[src/design/rbv_pkg.sv]
`default_nettype none

package rbv_pkg;

    localparam int IN_WIDTH_DEF = 18;
    localparam int OUT_FRAC_DEF = 16;

    localparam int FRAC       = 30;
    localparam int QONE       = 1 << FRAC;
    localparam int MAG_W      = 32;
    localparam int SQ_W       = 64;
    localparam int RND_W      = 68;
    localparam int NORM_STEPS = 5;
    localparam int SQRT_STEPS = 32;
    localparam int DIV_STEPS  = 31;

    localparam int CFG_IDX_W      = 2;
    localparam int TARGET_Z_RESET = 65536;

    localparam logic [CFG_IDX_W-1:0] REG_TARGET_X = 2'd0;
    localparam logic [CFG_IDX_W-1:0] REG_TARGET_Y = 2'd1;
    localparam logic [CFG_IDX_W-1:0] REG_TARGET_Z = 2'd2;

    typedef logic signed [MAG_W-1:0] unit_t;

    // shift right by n, rounding half away from zero
    function automatic logic signed [RND_W-1:0] rnd_shift(input logic signed [RND_W-1:0] v,
                                                          input int n);
        logic [RND_W-1:0] mag;
        logic [RND_W-1:0] half;
        mag = v[RND_W-1] ? RND_W'(-v) : RND_W'(v);
        if (n == 0)
        begin
            return v;
        end
        half = RND_W'(1) << (n - 1);
        mag = (mag + half) >> n;
        return v[RND_W-1] ? -$signed(mag) : $signed(mag);
    endfunction

endpackage

`default_nettype wire

[src/design/rbv_sqrt_cell.sv]
`default_nettype none

module rbv_sqrt_cell
    import rbv_pkg::*;
#(
    parameter int SIDE_W = 1
)
(
    input  wire logic              clk,
    input  wire logic              rst_n,
    input  wire logic              en,
    input  wire logic [SQ_W-1:0]   x_d,
    input  wire logic [MAG_W+1:0]  rem_d,
    input  wire logic [MAG_W-1:0]  root_d,
    input  wire logic [SIDE_W-1:0] side_d,
    output logic      [SQ_W-1:0]   x_q,
    output logic      [MAG_W+1:0]  rem_q,
    output logic      [MAG_W-1:0]  root_q,
    output logic      [SIDE_W-1:0] side_q
);

    logic [MAG_W+3:0]  cand;
    logic [MAG_W+3:0]  trial;
    logic [MAG_W+3:0]  diff;
    logic              ge;
    logic [SQ_W-1:0]   x_reg, x_next;
    logic [MAG_W+1:0]  rem_reg, rem_next;
    logic [MAG_W-1:0]  root_reg, root_next;
    logic [SIDE_W-1:0] side_reg;

    always_comb
    begin
        cand      = {rem_d, x_d[SQ_W-1 -: 2]};
        trial     = {2'b00, root_d, 2'b01};
        diff      = cand - trial;
        ge        = cand >= trial;
        rem_next  = ge ? diff[MAG_W+1:0] : cand[MAG_W+1:0];
        root_next = {root_d[MAG_W-2:0], ge};
        x_next    = {x_d[SQ_W-3:0], 2'b00};
    end

    always_ff @(posedge clk or negedge rst_n)
    begin
        if (!rst_n)
        begin
            side_reg <= '0;
        end
        else if (en)
        begin
            side_reg <= side_d;
        end
    end

    always_ff @(posedge clk)
    begin
        if (en)
        begin
            x_reg    <= x_next;
            rem_reg  <= rem_next;
            root_reg <= root_next;
        end
    end

    assign x_q    = x_reg;
    assign rem_q  = rem_reg;
    assign root_q = root_reg;
    assign side_q = side_reg;

endmodule

`default_nettype wire

[src/design/rbv_sqrt.sv]
`default_nettype none

module rbv_sqrt
    import rbv_pkg::*;
#(
    parameter int SIDE_W = 1
)
(
    input  wire logic              clk,
    input  wire logic              rst_n,
    input  wire logic              en,
    input  wire logic [SQ_W-1:0]   x_d,
    input  wire logic [SIDE_W-1:0] side_d,
    output logic      [MAG_W-1:0]  root_q,
    output logic      [SIDE_W-1:0] side_q
);

    logic [SQ_W-1:0]   x_w    [SQRT_STEPS+1];
    logic [MAG_W+1:0]  rem_w  [SQRT_STEPS+1];
    logic [MAG_W-1:0]  root_w [SQRT_STEPS+1];
    logic [SIDE_W-1:0] side_w [SQRT_STEPS+1];

    assign x_w[0]    = x_d;
    assign rem_w[0]  = '0;
    assign root_w[0] = '0;
    assign side_w[0] = side_d;

    for (genvar k = 0; k < SQRT_STEPS; k++)
    begin : g_cell
        rbv_sqrt_cell #(
            .SIDE_W (SIDE_W)
        ) u_cell (
            .clk    (clk),
            .rst_n  (rst_n),
            .en     (en),
            .x_d    (x_w[k]),
            .rem_d  (rem_w[k]),
            .root_d (root_w[k]),
            .side_d (side_w[k]),
            .x_q    (x_w[k+1]),
            .rem_q  (rem_w[k+1]),
            .root_q (root_w[k+1]),
            .side_q (side_w[k+1])
        );
    end

    assign root_q = root_w[SQRT_STEPS];
    assign side_q = side_w[SQRT_STEPS];

endmodule

`default_nettype wire

[config.mk]
export PLATFORM = sky130hd
export DESIGN_NAME = rbv_sqrt
export DESIGN_NICKNAME = d
export VERILOG_FILES = /design/src/design/rbv_pkg.sv /design/src/design/rbv_sqrt_cell.sv /design/src/design/rbv_sqrt.sv
export SDC_FILE = /design/constraint.sdc
export NUM_CORES = 2
export LEC_CHECK = 0
export BUFFER_PORTS_ARGS = -buffer_cell sky130_fd_sc_hd__buf_2
export CAP_MARGIN = 20
export CORE_MARGIN = 2
export CORE_UTILIZATION = 57
export CTS_CLUSTER_DIAMETER = 30
export DETAILED_ROUTE_END_ITERATION = 10
export PLACE_DENSITY = 0.78
export SLEW_MARGIN = 40
export SYNTH_ARGS = -nofsm -noshare
export SYNTH_HDL_FRONTEND = slang
export SYNTH_SLANG_ARGS = --single-unit
[constraint.sdc]
create_clock -name clk -period 3.5 [get_ports clk]
set_input_delay 0.175 -clock clk [delete_from_list [all_inputs] [get_ports clk]]
set_output_delay 0.175 -clock clk [all_outputs]
set_load 0.1 [all_outputs]
Word-level counts from Yosys, hierarchy flattened
Index checks and enable logic that the tools add are counted.
{"block": "word_totals", "ff_bits": 2575, "in_bits": 68, "out_inout_bits": 33, "wordCells": 221}
{"block": "op_classes", "addsub": 31, "n_lt_le_gt_ge": 32, "n_mux": 31}
{"operator": "34-bit 2-to-1 mux", "n": 30}
{"operator": "36-bit by 10-bit greater-or-equal comparator with 1-bit output", "n": 1}
{"operator": "36-bit by 11-bit greater-or-equal comparator with 1-bit output", "n": 1}
{"operator": "36-bit by 12-bit greater-or-equal comparator with 1-bit output", "n": 1}
{"operator": "36-bit by 13-bit greater-or-equal comparator with 1-bit output", "n": 1}
{"operator": "36-bit by 14-bit greater-or-equal comparator with 1-bit output", "n": 1}
{"operator": "36-bit by 15-bit greater-or-equal comparator with 1-bit output", "n": 1}
{"operator": "36-bit by 16-bit greater-or-equal comparator with 1-bit output", "n": 1}
{"operator": "36-bit by 17-bit greater-or-equal comparator with 1-bit output", "n": 1}
{"operator": "36-bit by 18-bit greater-or-equal comparator with 1-bit output", "n": 1}
{"operator": "36-bit by 19-bit greater-or-equal comparator with 1-bit output", "n": 1}
{"operator": "36-bit by 20-bit greater-or-equal comparator with 1-bit output", "n": 1}
{"operator": "36-bit by 21-bit greater-or-equal comparator with 1-bit output", "n": 1}
{"operator": "36-bit by 22-bit greater-or-equal comparator with 1-bit output", "n": 1}
{"operator": "36-bit by 23-bit greater-or-equal comparator with 1-bit output", "n": 1}
{"operator": "36-bit by 24-bit greater-or-equal comparator with 1-bit output", "n": 1}
{"operator": "36-bit by 25-bit greater-or-equal comparator with 1-bit output", "n": 1}
{"operator": "36-bit by 26-bit greater-or-equal comparator with 1-bit output", "n": 1}
{"operator": "36-bit by 27-bit greater-or-equal comparator with 1-bit output", "n": 1}
{"operator": "36-bit by 28-bit greater-or-equal comparator with 1-bit output", "n": 1}
{"operator": "36-bit by 29-bit greater-or-equal comparator with 1-bit output", "n": 1}
{"operator": "36-bit by 3-bit greater-or-equal comparator with 1-bit output", "n": 1}
{"operator": "36-bit by 30-bit greater-or-equal comparator with 1-bit output", "n": 1}
{"operator": "36-bit by 31-bit greater-or-equal comparator with 1-bit output", "n": 1}
{"operator": "other kinds (41)", "n": 41}

Depth between registers and ports, before layout
{"block": "logic_depth", "depth_word": 2, "depth_mapped": 15, "depth_no_buf": 13}

By module
Synthesis repeated with hierarchy kept, for this count alone.
{"block": "unflattened", "hier_cells": 16289, "area_unflattened_um2": 203238.7}
{"mod": "rbv_sqrt_cell", "instances": 32, "cells_per_inst": 509, "area_per_inst_um2": 6351.1, "seq_area_each_um2": 3868.7}
{"mod": "rbv_sqrt", "instances": 1, "cells_per_inst": 1, "area_per_inst_um2": 3.8, "seq_area_each_um2": 0.0}

Worst setup path after synthesis
OpenSTA, ideal clock, no wires.
{"block": "synth_path", "kind": "reg2reg", "start": "reg g_cell[12].u_cell.rem_reg[22]", "end": "reg g_cell[13].u_cell.rem_reg[27] (data pin)", "setup_time_ns": 0.271, "arrival_ns": 3.181, "required_ns": 3.229, "setup_slack_ns": 0.047, "stages_incl_launch_ff": 12, "path_buffers": 1, "synth_period_minus_slack_ns": 3.453, "path_cell_list": "edfxtp_1 or4_1 or4_1 or3_1 or3_4 a2111oi_4 nand3b_2 o211ai_2 or4_1 buf_4 nor4_1 xor2_1"}
{"block": "synth_between", "elab_chain_cells": 2, "elab_cells_between_ends": 3, "classes_between": "1 x add/sub; 1 x order compare; 1 x mux"}
{"element": "start, declared", "line": "rbv_sqrt_cell.sv:27", "rtl": "logic [MAG_W+1:0] rem_reg, rem_next;"}
{"element": "start signal, assigned", "line": "rbv_sqrt_cell.sv:59", "rtl": "rem_reg <= rem_next;"}
{"element": "34-bit by 15-bit subtractor with 34-bit output / 36-bit by 15-bit greater-or-equal comparator with 1-bit output (equally long branches)", "line": "rbv_sqrt_cell.sv:35, rbv_sqrt_cell.sv:36"}
{"element": "34-bit 2-to-1 mux *", "line": "rbv_sqrt_cell.sv:37", "rtl": "rem_next = ge ? diff[MAG_W+1:0] : cand[MAG_W+1:0];"}
{"element": "net g_cell[13].u_cell.rem_next[27]", "line": "rbv_sqrt_cell.sv:27"}
{"element": "end signal, assigned", "line": "rbv_sqrt_cell.sv:59"}
{"element": "end, declared", "line": "rbv_sqrt_cell.sv:27"}
Mark *: on every way through the listed nets, which the timed path passes. The rest lies on a longest branch.
A chain may end at the register's enable or synchronous reset.

Worst setup path after layout
{"block": "layout_path", "start": "reg g_cell[15].u_cell.root_reg[3]", "end": "reg g_cell[16].u_cell.rem_reg[27] (data pin)"}
{"block": "layout_between", "elab_chain_cells": 2, "elab_cells_between_ends": 3, "classes_between": "1 x add/sub; 1 x order compare; 1 x mux"}
{"element": "start, declared", "line": "rbv_sqrt_cell.sv:28", "rtl": "logic [MAG_W-1:0] root_reg, root_next;"}
{"element": "start signal, assigned", "line": "rbv_sqrt_cell.sv:60", "rtl": "root_reg <= root_next;"}
{"element": "34-bit by 18-bit subtractor with 34-bit output / 36-bit by 18-bit greater-or-equal comparator with 1-bit output (equally long branches)", "line": "rbv_sqrt_cell.sv:35, rbv_sqrt_cell.sv:36"}
{"element": "34-bit 2-to-1 mux *", "line": "rbv_sqrt_cell.sv:37"}
{"element": "net g_cell[16].u_cell.rem_next[27]", "line": "rbv_sqrt_cell.sv:27"}
{"element": "end signal, assigned", "line": "rbv_sqrt_cell.sv:59"}
{"element": "end, declared", "line": "rbv_sqrt_cell.sv:27"}
Marked as above.

==> results.md <==
* Switching Share at 0.269
* Setup CP Type: register to register
* Core ar. at between 200000 and 250000 sq um
* Net Sw Power at between 20 and 30 mW
* Fraction of layout cells with a size suffix above 1 at 0.135
* P_leak at roughly 56 nW
* Clk_skew at slightly below 0.08 ns
* Min-delay worst type: input pin to asynchronous set/reset pin
* RSZ-0062 raised after global routing: true
* Slew margin rel. at 0.464
* Mapped Cells at between 9000 and 10000
* Register share of total power at 0.394
* Slew @ Worst Pin at about 0.80 ns
* Final period util at 0.989
* Sequential area share after synthesis at 0.648
* Worst-case reg-to-reg path depth at 12
* Antenna violations before repair at 1
* Hold Fails Final Rpt at 0
* WL/cell at between 15 and 20 um
* VDD IR max at 0.686 mV
* Bufs and invs on worst path at 1
* Die ar. at about 210000 sq um
* Family with the most delay on the worst path: compound AO/OA/AOI/OAI gates
* Slowest cell delay on critical path at 0.55 ns
* Clk sink count at between 2000 and 3000
* First-pass GRT wire length at 388000 um
* Worst R2R Start: g_cell[15].u_cell.root_q[3]
* Synth-to-layout area growth at 20.1%
* Io pins at 101
* Worst Path Arrival at between 4 and 5 ns
* Vias in the first global route at 74600
* Outcome: completed
* Post-synthesis cell type count at 94
* Max stage delay cell, worst path: or4_1
* Crit-path cells: inv_2 > ha_4 > o21a_1 > o21a_1 > o21ai_1 > nand2b_1 > a311oi_2 > nor4_1 > or4_1 > or3_4 > o41ai_2 > o21ai_1
* CTS H-tree lvls at 5
* Post-route DRC violation count at 0
* CTS clk-pin slew, worst paths at 0.06 ns
* Final instance area at 142000 sq um
* Clock network fraction of total power at 0.432
* Synthesis Warnings at 0
* Die Y at ~460 um
* DRC violation total after the first TritonRoute iteration at 6153
* Combinational fraction of design power at 0.174
* CP Data Required Time at about 4.2 ns
* Netlist Area Pre-Place at between 100000 and 150000 sq um
* Placer Congestion at around 0.91
* Seq cells post-synth at around 2600
* Hold slack final at roughly 0.25 ns
* Max-cap viol count at 0
* Row count at about 170
* Critical Path Sink Type: register
* Largest net degree at the start of global routing at 145
* CP max FO at 5
* Net count, final at 10500
* Post-Syn Area per Cell at 13.0 sq um
* Initial Util at 0.572
* Worst skew pair latency at 0.98 ns
* Syn nets at 9697
* Power Density at between 700 and 800 nW/um^2
* Final worst setup slack at 0.0391 ns
* CTS tree: built
* Max Slew Vio Count at 0
* Placed Area at between 100000 and 150000 sq um
* Root buffer cell: clkbuf_16
* Total vias in the final route at around 74000
* Post-detail-place hpwl at between 150000 and 200000 um
* Max Fclk at 0.289 GHz
* Routed WL at about 240000 um
* Main synth FF type: edfxtp_1
* R2R Path End: g_cell[16].u_cell.rem_q[27]
* Setup-failing EPs final at 0
* Buffers on Ports at 100
* Register area at roughly 77000 sq um
* EDFF count, synth at 2523
* Max Root-Sink Buffers at 4
* Startpoint Class: register
* Power, Total at between 100 and 150 mW
* Final Critical Period at 3.46 ns
* Drt pass-1 iters at 9
* Multi-input logic area at about 39000 sq um
* Die width at roughly 460 um
* Overall Global Routing Usage at 0.229
* Int Power at approximately 77 mW
* Flop-to-flop setup slack at between 0.03 and 0.04 ns
* Total CTS buffers at 470
* Global route overflow at 0
* Filler cell count in the final layout at 13800
* Vias per Instance at 5.70
* Final antenna-violating net count at 0
* Dpl ws at -0.0763 ns
* Asr flop ratio synth at 0.0125
[per-stage QoR]
stage,TNS (ns),utilization,instances
floorplan,0,-,9067
global placement,-0.334,0.599,11900
detailed placement,-0.319,0.599,11900
CTS,-0.0197,0.684,12900
global route,-0.192,0.687,12900
finish,0,0.687,12900
[state kept, by name (all words and copies together) (netlist names)]
signal                count
g_cell.u_cell.root_q    528
g_cell.u_cell.side_q     32
g_cell.u_cell.rem_q    1003
g_cell.u_cell.x_q       992
[layout by cell type (no fill, tap or decap), drive strengths merged, types with 88 or more instances in the layout]
cell type,Yosys,layout
edfxtp,2523,2523
o21a,109,109
xor2,401,401
xnor2,434,434
nand2b,117,117
nand4,105,105
buf,14,354
or3,88,88
a21oi,589,589
nor3,216,216
clkinv,1,155
ha,562,562
inv,703,777
nor4,117,117
a21o,268,268
clkbuf,161,516
dlygate4sd3,0,135
nor2,540,540
mux2,98,98
o21ai,455,455
nand3,156,156
nand2,602,602
[what timing repair did]
item,4_1_cts,5_1_grt
endpoints found under the setup margin,27,333
pin swaps,0,24
hold buffers,136,0
buffers inserted,0,19
resized for setup,11,121
endpoints found under the hold margin,538,0
[kinds of logic (layout without fill, tap and decap cells)]
kind of cell / Yosys count / after routing / share of synthesized area
adders and majority gates: 562 / 562 / 0.0595
and+or+nand+nor: 2296 / 2296 / 0.0958
muxes: 111 / 111 / 0.0104
DFF: 2555 / 2555 / 0.648
buffers and inverters: 879 / 2050 / 0.0280
xor gates and xnor gates: 835 / 835 / 0.0619
AOI/OAI and AO/OA: 1828 / 1828 / 0.0958
other: 1 / 3 / 0.0000318
[power groups by stage]
| stage | clock network (mW) | logic [mW] | registers (mW) |
|---|---|---|---|
| final | 45.2 | 18.3 | 41.3 |
| after global routing | 47.4 | 20.2 | 41.7 |
| after CTS | 45.9 | 17.8 | 41.3 |
| after detailed placement | 0 | 17.5 | 41.8 |
| after global placement | 0 | 17.1 | 41.7 |
| after floorplan | 0 | 12.7 | 40.8 |
[worst min-delay path, stage by stage]
cell and delay (ns):
dlygate4sd3_1 0.52, dlygate4sd3_1 0.54, buf_2 0.14, buf_12 0.20
[cells in the mapped netlist (109+ instances only)]
master	number	area, sq um
edfxtp_1	2523	75800
inv_1	695	2610
nand2_1	602	2260
a21oi_1	589	2950
ha_1	562	7030
nor2_1	540	2030
xnor2_1	434	3800
xor2_1	401	3510
o21ai_0	280	1400
a21o_1	268	2010
nor3_1	216	1080
o21ai_1	175	876
clkbuf_1	161	604
nand3_1	156	781
nand2b_1	116	726
nor4_1	116	726
o21a_1	109	818
[worst max-delay path by stage]
stage                                             end                         from  depth (start not counted)
final                     g_cell[16].u_cell.rem_q[27]  g_cell[15].u_cell.root_q[3]                         12
after global routing      g_cell[16].u_cell.rem_q[27]  g_cell[15].u_cell.root_q[3]                         12
after CTS                 g_cell[16].u_cell.rem_q[27]  g_cell[15].u_cell.root_q[4]                         10
after detailed placement  g_cell[16].u_cell.rem_q[27]  g_cell[15].u_cell.root_q[4]                         10
after global placement    g_cell[16].u_cell.rem_q[27]   g_cell[15].u_cell.rem_q[4]                          9
after floorplan           g_cell[13].u_cell.rem_q[27]  g_cell[12].u_cell.rem_q[22]                         11
[cell type report]
type                            instances  area share
Antenna cell                            2   0.0000353
Clock buffer                          516      0.0850
Clock inverter                        341      0.0282
Inverter                              704      0.0186
Multi-Input combinational cell       5633       0.274
Sequential cell                      2555       0.540
Tap cell                             2704      0.0238
Timing Repair Buffer                  489      0.0303
[routing by layer]
layer / up-vias / wire length, um / GRT usage
met1: 35800 / 99600 / 0.286
met3: 599 / 11200 / 0.0356
li1: 35300 / - / -
met4: 2 / 8100 / 0.0872
met2: 2040 / 124000 / 0.401
met5: - / 115 / 0
Note: power is estimated with default switching activity, not from simulation.
